[config.mk]
export PLATFORM = sky130hd
export DESIGN_NAME = go_back_n_sender_window
export DESIGN_NICKNAME = d
export VERILOG_FILES = /design/src/design/gbn_pkg.sv /design/src/design/go_back_n_sender_window.sv /design/src/design/gbn_ctrl.sv /design/src/design/gbn_datapath.sv
export SDC_FILE = /design/constraint.sdc
export NUM_CORES = 1
export LEC_CHECK = 0
export ABC_AREA = 0
export ABC_CLOCK_PERIOD_IN_PS = 7350
export BUFFER_PORTS_ARGS = -buffer_cell sky130_fd_sc_hd__buf_4
export CORE_UTILIZATION = 35
export DETAILED_ROUTE_END_ITERATION = 10
export MAX_ROUTING_LAYER = met4
export PLACE_DENSITY_LB_ADDON = 0.12
export SKIP_CTS_REPAIR_TIMING = 1
export SLEW_MARGIN = 20
export SYNTH_ARGS = -nofsm -noshare
export SYNTH_HDL_FRONTEND = slang
export SYNTH_HIERARCHICAL = 1
export SYNTH_SLANG_ARGS = --single-unit
[constraint.sdc]
create_clock -name clock -period 7.35 [get_ports clock]
set_input_delay 0.3675 -clock clock [delete_from_list [all_inputs] [get_ports clock]]
set_output_delay 0.3675 -clock clock [all_outputs]
set_load 0.03 [all_outputs]
[src/design/gbn_pkg.sv]
// Shared constants, codes and control structs for the go-back-n sender window.
// Used by gbn_ctrl, gbn_datapath and go_back_n_sender_window; no dependencies.
`default_nettype none

package gbn_pkg;

   // window size and sequence space
   localparam int WINDOW  = 3;
   localparam int SEQ_MOD = WINDOW + 1;
   localparam int SEQ_W   = 2;
   localparam int CNT_W   = 2;
   localparam int DATA_W  = 32;

   // request kinds
   localparam logic [1:0] KIND_NEW     = 2'd0;
   localparam logic [1:0] KIND_ACK     = 2'd1;
   localparam logic [1:0] KIND_TIMEOUT = 2'd2;

   // response status codes
   localparam logic [2:0] STAT_SENT     = 3'd0;
   localparam logic [2:0] STAT_FULL     = 3'd1;
   localparam logic [2:0] STAT_ACK_OK   = 3'd2;
   localparam logic [2:0] STAT_ACK_IGN  = 3'd3;
   localparam logic [2:0] STAT_NOTHING  = 3'd4;

   // datapath operations
   localparam logic [2:0] OP_SEND    = 3'd0;
   localparam logic [2:0] OP_REJECT  = 3'd1;
   localparam logic [2:0] OP_ACK_OK  = 3'd2;
   localparam logic [2:0] OP_ACK_IGN = 3'd3;
   localparam logic [2:0] OP_EMPTY   = 3'd4;
   localparam logic [2:0] OP_REPLAY  = 3'd5;

   typedef struct packed {
      logic             load;
      logic [2:0]       op;
      logic [SEQ_W-1:0] idx;
      logic             last;
   } cmd_type;

   typedef struct packed {
      logic             out_free;
      logic             full;
      logic             empty;
      logic             ack_match;
      logic [CNT_W-1:0] count;
   } stat_type;

endpackage

`default_nettype wire

[src/design/go_back_n_sender_window.sv]
// Go-back-n ARQ sender window, top level.
// Request channel (req_*): one word per event: kind 0 new packet with req_payload,
//   kind 1 ack carrying req_ack_num, kind 2 timeout; kind 3 is dropped with no result.
// Response channel (rsp_*): status, frame sequence number, frame data, the number of
//   unacknowledged frames after the result, and last on the final word of a request.
// A word moves on either channel at a clock edge where valid is high and stall is low.
// The result is registered and appears in the cycle after the request is taken.
// New packets and acks each give one result word. A timeout with n frames
//   outstanding (up to 3) replays them oldest first, one word per cycle from the
//   payload buffer while the receiver does not stall; the replay sequencer holds
//   req_stall high meanwhile.
// A response stalled by the receiver holds in the output register; a new request is
//   taken in the same cycle the held word is taken.
// Synchronous active-high reset empties the window (all pointers and the count to
//   zero) and drops any pending response; the buffer itself is not cleared.
// Depends on gbn_pkg, gbn_ctrl and gbn_datapath.
`default_nettype none

module go_back_n_sender_window
   import gbn_pkg::*;
(
   input  wire logic              clock,
   input  wire logic              reset,
   input  wire logic              req_valid,
   output logic                   req_stall,
   input  wire logic [1:0]        req_kind,
   input  wire logic [DATA_W-1:0] req_payload,
   input  wire logic [SEQ_W-1:0]  req_ack_num,
   output logic                   rsp_valid,
   input  wire logic              rsp_stall,
   output logic [2:0]             rsp_status,
   output logic [SEQ_W-1:0]       rsp_frame_seq,
   output logic [DATA_W-1:0]      rsp_frame_payload,
   output logic [CNT_W-1:0]       rsp_outstanding,
   output logic                   rsp_last
);

   cmd_type  cmd;
   stat_type stat;

   gbn_ctrl u_ctrl (
      .clock     (clock),
      .reset     (reset),
      .req_valid (req_valid),
      .req_stall (req_stall),
      .req_kind  (req_kind),
      .stat      (stat),
      .cmd       (cmd)
   );

   gbn_datapath u_datapath (
      .clock             (clock),
      .reset             (reset),
      .req_payload       (req_payload),
      .req_ack_num       (req_ack_num),
      .cmd               (cmd),
      .stat              (stat),
      .rsp_valid         (rsp_valid),
      .rsp_stall         (rsp_stall),
      .rsp_status        (rsp_status),
      .rsp_frame_seq     (rsp_frame_seq),
      .rsp_frame_payload (rsp_frame_payload),
      .rsp_outstanding   (rsp_outstanding),
      .rsp_last          (rsp_last)
   );

endmodule

`default_nettype wire

[src/design/gbn_ctrl.sv]
// Controller for the go-back-n sender: request intake and timeout replay sequencing.
// Depends on gbn_pkg; drives commands into gbn_datapath.
`default_nettype none

module gbn_ctrl
   import gbn_pkg::*;
(
   input  wire logic        clock,
   input  wire logic        reset,
   input  wire logic        req_valid,
   output logic             req_stall,
   input  wire logic [1:0]  req_kind,
   input  wire stat_type    stat,
   output cmd_type          cmd
);

   localparam logic ST_IDLE   = 1'b0;
   localparam logic ST_REPLAY = 1'b1;

   logic             state_ff, state_in;
   logic [SEQ_W-1:0] idx_ff, idx_in;
   logic             accept;
   logic             rep_last;

   // stall while replaying or while the output word is blocked
   assign req_stall = (state_ff != ST_IDLE) || !stat.out_free;
   assign accept    = req_valid && !req_stall;
   assign rep_last  = ({1'b0, idx_ff} + 1'b1) == {1'b0, stat.count};

   // decode the next command
   always_comb begin
      state_in = state_ff;
      idx_in   = idx_ff;
      cmd      = '0;
      case (state_ff)
         ST_IDLE: begin
            if (accept) begin
               case (req_kind)
                  KIND_NEW: begin
                     cmd.load = 1'b1;
                     cmd.op   = stat.full ? OP_REJECT : OP_SEND;
                     cmd.last = 1'b1;
                  end
                  KIND_ACK: begin
                     cmd.load = 1'b1;
                     cmd.op   = stat.ack_match ? OP_ACK_OK : OP_ACK_IGN;
                     cmd.last = 1'b1;
                  end
                  KIND_TIMEOUT: begin
                     cmd.load = 1'b1;
                     if (stat.empty) begin
                        cmd.op   = OP_EMPTY;
                        cmd.last = 1'b1;
                     end else begin
                        cmd.op   = OP_REPLAY;
                        cmd.idx  = '0;
                        cmd.last = (stat.count == CNT_W'(1));
                        if (stat.count != CNT_W'(1)) begin
                           state_in = ST_REPLAY;
                           idx_in   = SEQ_W'(1);
                        end
                     end
                  end
                  default: begin
                     // undefined kind: drop without a result
                  end
               endcase
            end
         end
         ST_REPLAY: begin
            if (stat.out_free) begin
               cmd.load = 1'b1;
               cmd.op   = OP_REPLAY;
               cmd.idx  = idx_ff;
               cmd.last = rep_last;
               if (rep_last) begin
                  state_in = ST_IDLE;
               end else begin
                  idx_in = idx_ff + 1'b1;
               end
            end
         end
         default: begin
            state_in = ST_IDLE;
         end
      endcase
   end

   // hold state and replay index
   always_ff @(posedge clock) begin
      if (reset) begin
         state_ff <= ST_IDLE;
         idx_ff   <= '0;
      end else begin
         state_ff <= state_in;
         idx_ff   <= idx_in;
      end
   end

endmodule

`default_nettype wire

[src/design/gbn_datapath.sv]
// Datapath for the go-back-n sender: window pointers, payload buffer, response word.
// Depends on gbn_pkg; executes commands from gbn_ctrl.
`default_nettype none

module gbn_datapath
   import gbn_pkg::*;
(
   input  wire logic              clock,
   input  wire logic              reset,
   input  wire logic [DATA_W-1:0] req_payload,
   input  wire logic [SEQ_W-1:0]  req_ack_num,
   input  wire cmd_type           cmd,
   output stat_type               stat,
   output logic                   rsp_valid,
   input  wire logic              rsp_stall,
   output logic [2:0]             rsp_status,
   output logic [SEQ_W-1:0]       rsp_frame_seq,
   output logic [DATA_W-1:0]      rsp_frame_payload,
   output logic [CNT_W-1:0]       rsp_outstanding,
   output logic                   rsp_last
);

   localparam logic [SEQ_W:0] SEQ_MOD_X = (SEQ_W + 1)'(SEQ_MOD);

   logic [DATA_W-1:0] store_mem [SEQ_MOD];

   logic [SEQ_W-1:0]  oldest_ff, oldest_in;
   logic [SEQ_W-1:0]  next_ff, next_in;
   logic [CNT_W-1:0]  count_ff, count_in;
   logic              valid_ff, valid_in;
   logic [2:0]        status_ff, status_in;
   logic [SEQ_W-1:0]  seq_ff, seq_in;
   logic [DATA_W-1:0] data_ff;
   logic [CNT_W-1:0]  outst_ff, outst_in;
   logic              last_ff;
   logic              out_free;
   logic [SEQ_W:0]    rep_sum;
   logic [SEQ_W-1:0]  rep_addr;
   logic              do_send;
   logic              do_ack;

   // report window status
   assign out_free       = !valid_ff || !rsp_stall;
   assign stat.out_free  = out_free;
   assign stat.full      = count_ff >= CNT_W'(WINDOW);
   assign stat.empty     = count_ff == '0;
   assign stat.ack_match = (count_ff != '0) && (req_ack_num == oldest_ff);
   assign stat.count     = count_ff;

   assign do_send = cmd.load && (cmd.op == OP_SEND);
   assign do_ack  = cmd.load && (cmd.op == OP_ACK_OK);

   // replay address: oldest plus index, wrapped into the sequence space
   assign rep_sum  = {1'b0, oldest_ff} + {1'b0, cmd.idx};
   assign rep_addr = (rep_sum >= SEQ_MOD_X) ? SEQ_W'(rep_sum - SEQ_MOD_X) : rep_sum[SEQ_W-1:0];

   // advance window pointers
   always_comb begin
      oldest_in = oldest_ff;
      next_in   = next_ff;
      count_in  = count_ff;
      if (do_send) begin
         next_in  = (next_ff == SEQ_W'(SEQ_MOD - 1)) ? '0 : next_ff + 1'b1;
         count_in = count_ff + 1'b1;
      end else if (do_ack) begin
         oldest_in = (oldest_ff == SEQ_W'(SEQ_MOD - 1)) ? '0 : oldest_ff + 1'b1;
         count_in  = count_ff - 1'b1;
      end
   end

   // build the next response word
   always_comb begin
      valid_in  = valid_ff;
      status_in = status_ff;
      seq_in    = seq_ff;
      outst_in  = outst_ff;
      if (out_free) begin
         valid_in = cmd.load;
      end
      if (cmd.load) begin
         seq_in   = '0;
         outst_in = count_ff;
         case (cmd.op)
            OP_SEND: begin
               status_in = STAT_SENT;
               seq_in    = next_ff;
               outst_in  = count_ff + 1'b1;
            end
            OP_REJECT:  status_in = STAT_FULL;
            OP_ACK_OK: begin
               status_in = STAT_ACK_OK;
               outst_in  = count_ff - 1'b1;
            end
            OP_ACK_IGN: status_in = STAT_ACK_IGN;
            OP_EMPTY:   status_in = STAT_NOTHING;
            OP_REPLAY: begin
               status_in = STAT_SENT;
               seq_in    = rep_addr;
            end
            default:    status_in = STAT_NOTHING;
         endcase
      end
   end

   // hold control registers
   always_ff @(posedge clock) begin
      if (reset) begin
         oldest_ff <= '0;
         next_ff   <= '0;
         count_ff  <= '0;
         valid_ff  <= 1'b0;
      end else begin
         oldest_ff <= oldest_in;
         next_ff   <= next_in;
         count_ff  <= count_in;
         valid_ff  <= valid_in;
      end
   end

   // hold response payload; replay data is read straight into the output word
   always_ff @(posedge clock) begin
      status_ff <= status_in;
      seq_ff    <= seq_in;
      outst_ff  <= outst_in;
      if (cmd.load) begin
         last_ff <= cmd.last;
         if (cmd.op == OP_SEND) begin
            data_ff <= req_payload;
         end else if (cmd.op == OP_REPLAY) begin
            data_ff <= store_mem[rep_addr];
         end else begin
            data_ff <= '0;
         end
      end
   end

   // write new packets into the buffer
   always_ff @(posedge clock) begin
      if (do_send) begin
         store_mem[next_ff] <= req_payload;
      end
   end

   assign rsp_valid         = valid_ff;
   assign rsp_status        = status_ff;
   assign rsp_frame_seq     = seq_ff;
   assign rsp_frame_payload = data_ff;
   assign rsp_outstanding   = outst_ff;
   assign rsp_last          = last_ff;

`ifndef NO_ASSERTIONS
   a_count_bound: assert property (@(posedge clock) disable iff (reset)
      count_ff <= CNT_W'(WINDOW))
      else $error("outstanding count exceeds window");

   a_send_not_full: assert property (@(posedge clock) disable iff (reset)
      do_send |-> count_ff < CNT_W'(WINDOW))
      else $error("frame sent into a full window");

   a_ack_nonempty: assert property (@(posedge clock) disable iff (reset)
      do_ack |=> count_ff == $past(count_ff) - 1'b1)
      else $error("accepted ack did not retire one frame");

   a_replay_nonempty: assert property (@(posedge clock) disable iff (reset)
      (cmd.load && cmd.op == OP_REPLAY) |-> (count_ff != '0 && cmd.idx < count_ff))
      else $error("replay index outside outstanding frames");

   a_load_free: assert property (@(posedge clock) disable iff (reset)
      cmd.load |-> out_free)
      else $error("response word overwritten while stalled");
`endif

endmodule

`default_nettype wire
==> impl_metrics.json <==
{
  "h-tree-depth": 4,
  "avgSynthCellArea_sq_um": 19.97,
  "syn_to_final_growth_pct": 21.00,
  "synth_area_sq_um": 7168,
  "netlist.area_leader.share": 0.7038,
  "yosysMostFrequentCell": "edfxtp_1",
  "fin_setup_tns_ns": 0,
  "die_w_microns": 145.1,
  "hpwl_microns": 7791,
  "drive_gt1_frac": 0.2791,
  "dieArea_sq_um": 21060,
  "synth_commonest_cells": "edfxtp_1, a22o_1, mux4_1",
  "maxCapViolCount": 0,
  "drtAntennaViolNets": 0,
  "vias": 3540,
  "cts_sinks": 178,
  "holdWs_ns": 0.1589,
  "detail_route.iter0.violations": 191,
  "synth_area_leaders": "edfxtp_1, mux4_1, a22o_1",
  "grt-ovfl-total": 0,
  "grt_max_degree": 44,
  "cts_tree": "yes",
  "max-vdd-ir-drop_mv": 0.1523,
  "hp-class": "input pin to flip-flop",
  "synth_top_family_by_area": "multiplexers",
  "finalSetupViolCount": 0,
  "async_flop_share": 0,
  "finalMaxSlewViolations": 0,
  "die_y_microns": 145.1,
  "clockBufferDepth": 2,
  "grt_antenna_before_repair": 0,
  "yosys.area.top_type": "edfxtp_1",
  "synthFlopType": "edfxtp_1",
  "relSlewSlack": 0.3248,
  "dr.pass1.iters": 4,
  "final_nets": 491,
  "synth-compound-area-share": 0.06284,
  "placedCellCount": 688,
  "start_util": 0.3624,
  "drc_errors": 0,
  "yosys_register_bits": 178,
  "numCtsBuffers": 17,
  "core_area_sq_um": 19780,
  "fin_crit_ns": 3.291,
  "totalWireLength_microns": 13550,
  "ys_seq_area_frac": 0.7317,
  "p_int_mw": 1.881,
  "via_per_inst": 4.917,
  "netlist_instances": 359,
  "synth_mux_area_frac": 0.1215,
  "fin_ws_ns": 4.059,
  "crit_required_ns": 7.39,
  "arrival_ns": 3.33,
  "grt_first_pass_wirelength_microns": 21110,
  "path_max_fanout": 32,
  "clock_latency_ns": 0.42,
  "pin_count": 82,
  "status": "finished clean",
  "yosys.area_share.adder": 0.01571,
  "routabilityCongestion": 0.7519,
  "syn_nets": 408,
  "worst_pin_slew_ns": 1.013,
  "rsz0062_at_grt": "false",
  "final_cells": 720,
  "hold_viol_final": 0,
  "utilization": 0.4385,
  "portBuffers": 81,
  "path_class": "flip-flop to flip-flop",
  "yosysUniqueCellTypes": 43,
  "startpoint_type": "flip-flop",
  "p_leak_nw": 3.127,
  "yosysWarnings": 6,
  "setup.worst_path.end_class": "flip-flop",
  "synth_xor_area_frac": 0.01187,
  "clock_skew_ns": 0.006875,
  "post-route-period-util": 0.4478,
  "synthSimpleGateAreaFrac": 0.03596,
  "wire_per_inst_microns": 18.82,
  "timing.fmax_mhz": 303.8,
  "combPwrFrac": 0.104,
  "clk_pin_slew_ns": 0.07,
  "cts_root_buf": "clkbuf_16",
  "dp_slack_ns": 4.022,
  "grt_pass1_vias": 3623,
  "grt_usage": 0.1376,
  "power_switching_share": 0.2218,
  "rows": 51,
  "power_density_nw_per_um2": 278.7,
  "power_frac_seq": 0.493,
  "p_clk_frac": 0.402,
  "p_sw_mw": 0.5361,
  "antennaDiodeCount": 0,
  "synth_edf_count": 168
}
path summary, 6_finish.rpt:
check	from	to	slack, ns	cells past startpoint
worst max-delay path	u_datapath/count_ff[0]	u_datapath/store_mem[3][0]	4.06	9
worst min-delay path	req_payload[4]	u_datapath/store_mem[2][4]	0.16	1
worst max register to register	u_datapath/count_ff[0]	u_datapath/store_mem[3][0]	4.06	9
worst min register to register	u_datapath/rsp_valid	u_datapath/rsp_valid	0.52	2
worst max-delay path, stage by stage, from the launching register on:
cell and delay (ns):
dfxtp_1 0.41, inv_1 0.10, ha_1 0.25, nor3_1 0.18, or2b_1 0.12, a21o_1 0.10
a21oi_1 0.05, o21a_1 0.27, nor4b_2 0.53, and2_2 0.88
power groups by stage:
stage | clock network [mW] | logic, mW | registers [mW]
3_5_place_dp | 0 | 0.257 | 1.21
5_1_grt | 1.03 | 0.273 | 1.20
2_1_floorplan | 0 | 0.110 | 1.26
4_1_cts | 0.999 | 0.258 | 1.19
3_3_place_gp | 0 | 0.255 | 1.21
6_report | 0.972 | 0.252 | 1.19
through the flow:
stage	power [mW]	cell area, sq um
after floorplan	1.370	7168
after global placement	1.468	8031
after detailed placement	1.471	8031
after CTS	2.450	8673
after global routing	2.504	8673
final	2.417	8673
layout make-up:
| type | count | area (sq um) |
|---|---|---|
| fillers | 1761 | 11110 |
| flip-flops and latches | 178 | 5245 |
| multi-input cells | 153 | 1798 |
| repair buffers | 83 | 623.1 |
| clock buffers | 19 | 432.9 |
| well taps | 265 | 331.6 |
| clock inverters | 13 | 209.0 |
| inverters | 9 | 33.78 |
logic make-up after synthesis:
family | count (synthesis)
mux | 35
flops | 178
compound gates | 55
simple gates | 46
buf+inv | 28
xor+xnor | 8
fa+ha+maj | 9
metal layers:
layer	global-route usage	wire length [microns]
met3	0.02704	572
met1	0.1768	6280
met4	0.05368	163
met2	0.2154	6532
met5	-	0
cells in the final DEF, fill, tap and decap left out, types with 2 or more instances in the layout:
cell type and instances:
and3_1 2, nand2_1 9, xnor2_1 4, clkinv_2 2, clkbuf_16 17, nor2_1 11, and2_2 4, nor3_1 2
buf_4 83, and2b_1 2, clkbuf_1 2, nand2b_1 2, inv_1 9, mux2i_1 3, dfxtp_1 10, nand3_1 2
clkinv_4 2, a21oi_1 7, nor3b_1 2, clkinvlp_4 3, mux4_1 32, a22o_1 33, nor3_2 2, a21boi_1 2
edfxtp_1 168, ha_1 8, bufinv_16 5, xor2_1 3, o21a_1 3
sequential cells by signal (all words and copies together), names as in the netlist:
register                      cells
u_ctrl/idx_ff                     2
u_datapath/rsp_valid              1
u_ctrl/state_ff                   1
u_datapath/oldest_ff              2
u_datapath/rsp_frame_payload     32
u_datapath/rsp_outstanding        2
u_datapath/rsp_last               1
u_datapath/rsp_frame_seq          2
u_datapath/rsp_status             3
u_datapath/store_mem            128
u_datapath/next_ff                2
u_datapath/count_ff               2
Note: power is estimated with default switching activity, not from simulation.
